==> config.mk <==
export PLATFORM = sky130hd
export DESIGN_NAME = rsbh_div
export DESIGN_NICKNAME = d
export VERILOG_FILES = /design/src/rtl/core/rsbh_pkg.sv /design/src/rtl/core/rsbh_div.sv
export SDC_FILE = /design/constraint.sdc
export NUM_CORES = 2
export LEC_CHECK = 0
export ABC_AREA = 1
export BUFFER_PORTS_ARGS = -buffer_cell sky130_fd_sc_hd__buf_4
export CORE_UTILIZATION = 40
export CTS_BUF_LIST = sky130_fd_sc_hd__clkbuf_4 sky130_fd_sc_hd__clkbuf_8 sky130_fd_sc_hd__clkbuf_16
export DETAILED_ROUTE_END_ITERATION = 8
export GPL_TIMING_DRIVEN = 0
export PLACE_DENSITY_LB_ADDON = 0.1
export RECOVER_POWER = 100
export SYNTH_ARGS = -nofsm -noshare
export SYNTH_HDL_FRONTEND = slang
export SYNTH_SLANG_ARGS = --single-unit
==> constraint.sdc <==
create_clock -name i_clk -period 5.95 [get_ports i_clk]
set_clock_uncertainty 0.15 [all_clocks]
set_input_delay 0.595 -clock i_clk [delete_from_list [all_inputs] [get_ports i_clk]]
set_output_delay 0.595 -clock i_clk [all_outputs]
set_load 0.005 [all_outputs]
==> src/rtl/core/rsbh_pkg.sv <==
// Package for the segment versus box hit block.
// Holds transaction types, register indexes and pipeline constants; no dependencies.
`default_nettype none
package rsbh_pkg;

    localparam int QBITS    = 18;
    localparam int MBITS    = 17;
    localparam int REMBITS  = 48;
    localparam int PRODBITS = 50;
    localparam int PIPE_LAT = QBITS + 4;

    localparam logic [16:0] M_ONE = 17'h10000;

    typedef enum logic [2:0] {
        REG_MIN_X = 3'd0,
        REG_MIN_Y = 3'd1,
        REG_MIN_Z = 3'd2,
        REG_MAX_X = 3'd3,
        REG_MAX_Y = 3'd4,
        REG_MAX_Z = 3'd5
    } t_reg_idx;

    typedef enum logic [1:0] {
        NA_NONE = 2'd0,
        NA_X    = 2'd1,
        NA_Y    = 2'd2,
        NA_Z    = 2'd3
    } t_axis;

    typedef struct packed {
        logic signed [31:0] start_x;
        logic signed [31:0] start_y;
        logic signed [31:0] start_z;
        logic signed [31:0] dir_x;
        logic signed [31:0] dir_y;
        logic signed [31:0] dir_z;
    } t_item;

    typedef struct packed {
        logic               hit;
        logic signed [31:0] point_x;
        logic signed [31:0] point_y;
        logic signed [31:0] point_z;
        logic [1:0]         normal_axis;
        logic               normal_negative;
    } t_result;

    typedef struct packed {
        logic             in_box;
        logic [2:0]       ok;
        logic [2:0][16:0] m;
    } t_div_res;

endpackage
`default_nettype wire

==> src/rtl/core/rsbh_div.sv <==
// Face parameter unit for one axis: face select and a restoring divider, one bit per stage.
// Depends on rsbh_pkg.
`default_nettype none
module rsbh_div
    import rsbh_pkg::*;
(
    input  wire logic               i_clk,
    input  wire logic               i_rst_n,
    input  wire logic               i_valid,
    input  wire logic signed [31:0] i_s,
    input  wire logic signed [31:0] i_d,
    input  wire logic signed [31:0] i_lo,
    input  wire logic signed [31:0] i_hi,
    output logic                    o_valid,
    output logic                    o_ok,
    output logic [MBITS-1:0]        o_m
);

    logic               r_v   [QBITS+1];
    logic [REMBITS-1:0] r_rem [QBITS+1];
    logic [31:0]        r_dv  [QBITS+1];
    logic [QBITS-1:0]   r_q   [QBITS+1];
    logic               r_neg [QBITS+1];
    logic               r_ovf [QBITS+1];
    logic               r_dnz [QBITS+1];

    logic signed [31:0] w_face;
    logic signed [32:0] w_diff;
    logic [32:0]        w_absn;
    logic [32:0]        w_absd;

    always_comb begin
        w_face = (i_d > 0) ? i_lo : i_hi;
        w_diff = 33'(w_face) - 33'(i_s);
        w_absn = w_diff[32] ? 33'(-w_diff) : 33'(w_diff);
        w_absd = i_d[31] ? 33'(-33'(i_d)) : 33'(i_d);
    end

    always_ff @(posedge i_clk) begin
        if (!i_rst_n) begin
            r_v[0] <= 1'b0;
        end else begin
            r_v[0] <= i_valid;
        end
        r_rem[0] <= {w_absn[31:0], 16'h0};
        r_dv[0]  <= w_absd[31:0];
        r_q[0]   <= '0;
        r_neg[0] <= w_diff[32] ^ i_d[31];
        r_ovf[0] <= {3'b0, w_absn[31:2]} >= w_absd;
        r_dnz[0] <= i_d != 0;
    end

    for (genvar k = 0; k < QBITS; k++) begin : g_step
        localparam int B = QBITS - 1 - k;
        logic [PRODBITS-1:0] w_sh;
        logic                w_ge;
        assign w_sh = {{(PRODBITS-32){1'b0}}, r_dv[k]} << B;
        assign w_ge = {2'b0, r_rem[k]} >= w_sh;

        always_ff @(posedge i_clk) begin
            if (!i_rst_n) begin
                r_v[k+1] <= 1'b0;
            end else begin
                r_v[k+1] <= r_v[k];
            end
            r_rem[k+1]  <= w_ge ? r_rem[k] - w_sh[REMBITS-1:0] : r_rem[k];
            r_q[k+1]    <= w_ge ? (r_q[k] | (QBITS'(1) << B)) : r_q[k];
            r_dv[k+1]   <= r_dv[k];
            r_neg[k+1]  <= r_neg[k];
            r_ovf[k+1]  <= r_ovf[k];
            r_dnz[k+1]  <= r_dnz[k];
        end
    end

    assign o_valid = r_v[QBITS];
    assign o_m     = r_q[QBITS][MBITS-1:0];
    assign o_ok    = r_dnz[QBITS] && !r_ovf[QBITS]
                     && (r_q[QBITS] <= {1'b0, M_ONE})
                     && !(r_neg[QBITS] && (r_q[QBITS] != '0));

endmodule
`default_nettype wire

==> impl_results.md <==
* Post-DP Area at between 0.08 and 0.09 mm²
* Switching part of the total at between 40% and 50%
* Tot Pwr at between 0.05 and 0.06 W
* Average cell area after synthesis at 7.21 µm²
* DR DRC count at 0
* Slowest cell delay on critical path at ~380 ps
* R2R depth at 13
* CP Launch Type: primary input
* Critical path data arrival time at between 6000 and 7000 ps
* P_leak at 44.7 nW
* CP max stage cell: or3_4
* Min-delay src: i_d[1]
* Layout cells sized above 1 at under 10%
* Largest net degree at the start of global routing at 17
* Power per cell area at roughly 620 mW/mm²
* CTS H-tree depth at 4
* Rel. slew slack at between 2 and 3%
* I/O pins at 150
* Root Buffer: clkbuf_16
* Power Internal at approximately 0.031 W
* Final net count at 12,579
* Core ar. at slightly above 0.2 mm²
* Post-synthesis simple-gate area fraction at between 20% and 30%
* First-pass GRT wire length at 448,000 µm
* Multiplexer share of the synthesized area at less than 1%
* Seq cells post-synth at 1,519
* Number of synthesized flops with an enable pin at 0
* Grt ovf at 0
* Initial DRT Pass Iterations at 7
* Fillers at slightly above 20,000
* # setup viols final at 0
* Vias post-DR at ~75,000
* Largest family of logic cells by synthesized area: simple AND/OR/NAND/NOR gates
* Clock transition at path regs at roughly 60 ps
* Yosys cell types at 67
* Worst Path Required at ~6600 ps
* RR Startpoint: r_dv[15][7]
* WL/cell at roughly 21 µm
* Drt total wl at between 300,000 and 400,000 µm
* Synth warn at 0
* Comb power frac at a little over half
* Placed instance count at 14,156
* Seq pwr share at 28.6%
* Worst-Skew Late Latency at about 840 ps
* Maxcap violations at 0
* Switching Power at approximately 0.028 W
* Compound-cell area share of the yosys netlist at between 10% and 20%
* XOR/XNOR share of the synthesized area at around 6.0%
* DR iter-0 viols at 5,538
* Fin area at 0.0946 mm²
* VDD IR-drop max at between 300 and 400 µV
* Final period util at a little over nine tenths
* Slew Limit Fails at 0
* Antenna violations before repair at 25
* Hold depth at 5
* Synth Area in Adders at roughly a tenth
* Synth Net Count at 12,123
* Worst min path class: primary input to flop
* Setup WS post-layout at a little under 100 ps
* Post-synth top flop: dfxtp_1
* Non-filler cells in the finished layout at about 15,000
* Vias in the first global route at 74,142
* CTS Buf Count at 165
* Clock sinks at 1,519
* Initial Util at 40.3%
* Dpl ws at -3040 ps
* CP max FO at 2
* Synth Instances at 11,336
* CTS max path bufs at 3
* Cell Rows at 165
* DP HPWL at between 200,000 and 300,000 µm
* Final ANT Viol Nets at 0
* Pin slew with the least headroom to its limit at between 1000 and 1500 ps
* Area grow syn2layout at 15.7%
* Most frequent CP cell: buf_4
* Hold WS at between 80 and 90 ps
* Fmax at between 150 and 200 MHz
* DIE AREA at 0.206 mm²
* Seq/Total Area, Yosys at a little under two fifths
* Status: finished clean
* Crit path time final at approximately 5900 ps
* Setup CP Type: primary input to flop
* Port buffer count at 147
* Synth async-reset ratio at 0%
* Die span in y at 454 µm
* Cell Area, Synth at 0.0818 mm²
* Die width at about 450 µm
* Hold Violations, Final at 0
* Total Routing Usage GR at 28.7%
* Gp weighted congestion at around 1.0
* Vias per cell at 5.13
* TritonCTS clock tree: done
* Worst setup EP type: flop
* Clock power share at between 10% and 20%
* CP startpoint: i_d[1]
## kinds of logic (layout without fill, tap and decap cells)
| group | count (synthesis) | after routing |
|---|---|---|
| AO/OA/AOI/OAI | 2158 | 2158 |
| other | 0 | 19 |
| multiplexers | 32 | 32 |
| adder cells (fa/ha/maj) | 656 | 656 |
| XOR/XNOR | 560 | 560 |
| flip-flops | 1519 | 1519 |
| buffers and inverters | 1997 | 2589 |
| AND/OR/NAND/NOR | 4414 | 4414 |
## synth_stat cells (134+ instances only)
master,count,share of area (%)
nor3_1,134,0.82
a21oi_1,805,4.9
xnor2_1,270,2.9
a31oi_1,161,1.2
nand3_1,345,2.1
dfxtp_1,1519,37
o21ai_0,779,4.8
nor2_1,1069,4.9
ha_1,638,9.8
xor2_1,290,3.1
inv_1,1843,8.5
nand2_1,2554,12
## stage by stage
stage          setup TNS, ps  util [%]
3_3_place_gp          -27140      42.5
3_5_place_dp          -28840      42.5
5_1_grt                 -131      46.7
4_1_cts                    0      46.2
6_report                   0      46.7
2_1_floorplan              0         -
## flip-flops by register name, summed over array words and instances, names as in the netlist
name and count:
r_dnz 19, r_rem 696, r_ovf 19, r_v 19, r_q 171, r_neg 19
r_dv 576
## worst max-delay path, delay by kind of cell
family	cells	cell delay [ps]
AO/OA/AOI/OAI	4	420
XOR/XNOR	1	210
adder cells (fa/ha/maj)	2	400
buffers and inverters	29	3420
AND/OR/NAND/NOR	10	1380
## power by group through the flow
stage	logic [W]	clock network, W	registers, W
3_3_place_gp	0.0301	0	0.0169
2_1_floorplan	0.0211	0	0.0152
4_1_cts	0.0305	0.0110	0.0167
6_report	0.0310	0.0108	0.0168
5_1_grt	0.0343	0.0114	0.0170
3_5_place_dp	0.0301	0	0.0169
## cell usage in the layout, fill, tap and decap left out, drive strengths merged, types with 21 or more instances in the layout
| cell | synthesis | final |
|---|---|---|
| dfxtp | 1519 | 1519 |
| clkinv | 1 | 39 |
| a21o | 83 | 83 |
| o21bai | 65 | 65 |
| xor2 | 290 | 290 |
| inv | 1853 | 1865 |
| ha | 638 | 638 |
| xnor2 | 270 | 270 |
| nand3 | 348 | 348 |
| nor3 | 135 | 135 |
| buf | 94 | 348 |
| or2 | 69 | 69 |
| nand4 | 123 | 123 |
| mux2 | 31 | 31 |
| o21a | 48 | 48 |
| nor4 | 65 | 65 |
| o21ai | 833 | 833 |
| nor2 | 1071 | 1071 |
| a21boi | 32 | 32 |
| nand2 | 2563 | 2563 |
| dlygate4sd3 | 0 | 34 |
| a31oi | 161 | 161 |
| o211ai | 31 | 31 |
| a21oi | 814 | 814 |
| a221oi | 21 | 21 |
| clkbuf | 49 | 270 |
## final cells by class
class | instances | area (µm²) | area share [%]
tap | 2672 | 3340 | 3.53
clock inverter | 82 | 1120 | 1.18
multi-input combinational | 7820 | 44900 | 47.4
buffer | 142 | 768 | 0.812
sequential | 1519 | 30400 | 32.1
timing repair buffer | 290 | 2340 | 2.47
antenna | 19 | 47.5 | 0.0502
clock buffer | 221 | 4720 | 4.99
inverter | 1854 | 6990 | 7.39
## routing by layer
metal | up-vias | GRT usage [%] | share of wire [%]
li1 | 37507 | - | -
met3 | 552 | 3.72 | 5.0
met2 | 2098 | 49.0 | 47
met4 | 12 | 12.7 | 4.9
met1 | 34819 | 35.9 | 43
met5 | - | 0 | 0.025
## worst paths after layout
check | endpoint | slack, ps
worst max register to register | r_rem[16][46] | 1550
worst min-delay path | r_dv[0][1] | 90
worst max-delay path | r_ovf[0] | 100
worst min register to register | r_q[8][12] | 160
## repair_timing
action,CTS,global route
hold endpoints to repair,41,0
pin swaps,38,72
hold buffers,35,0
cloned,1,0
resized for setup,132,183
buffers inserted,83,28
endpoints found under the setup margin,12,1
Power figures use the tool's default switching activity.
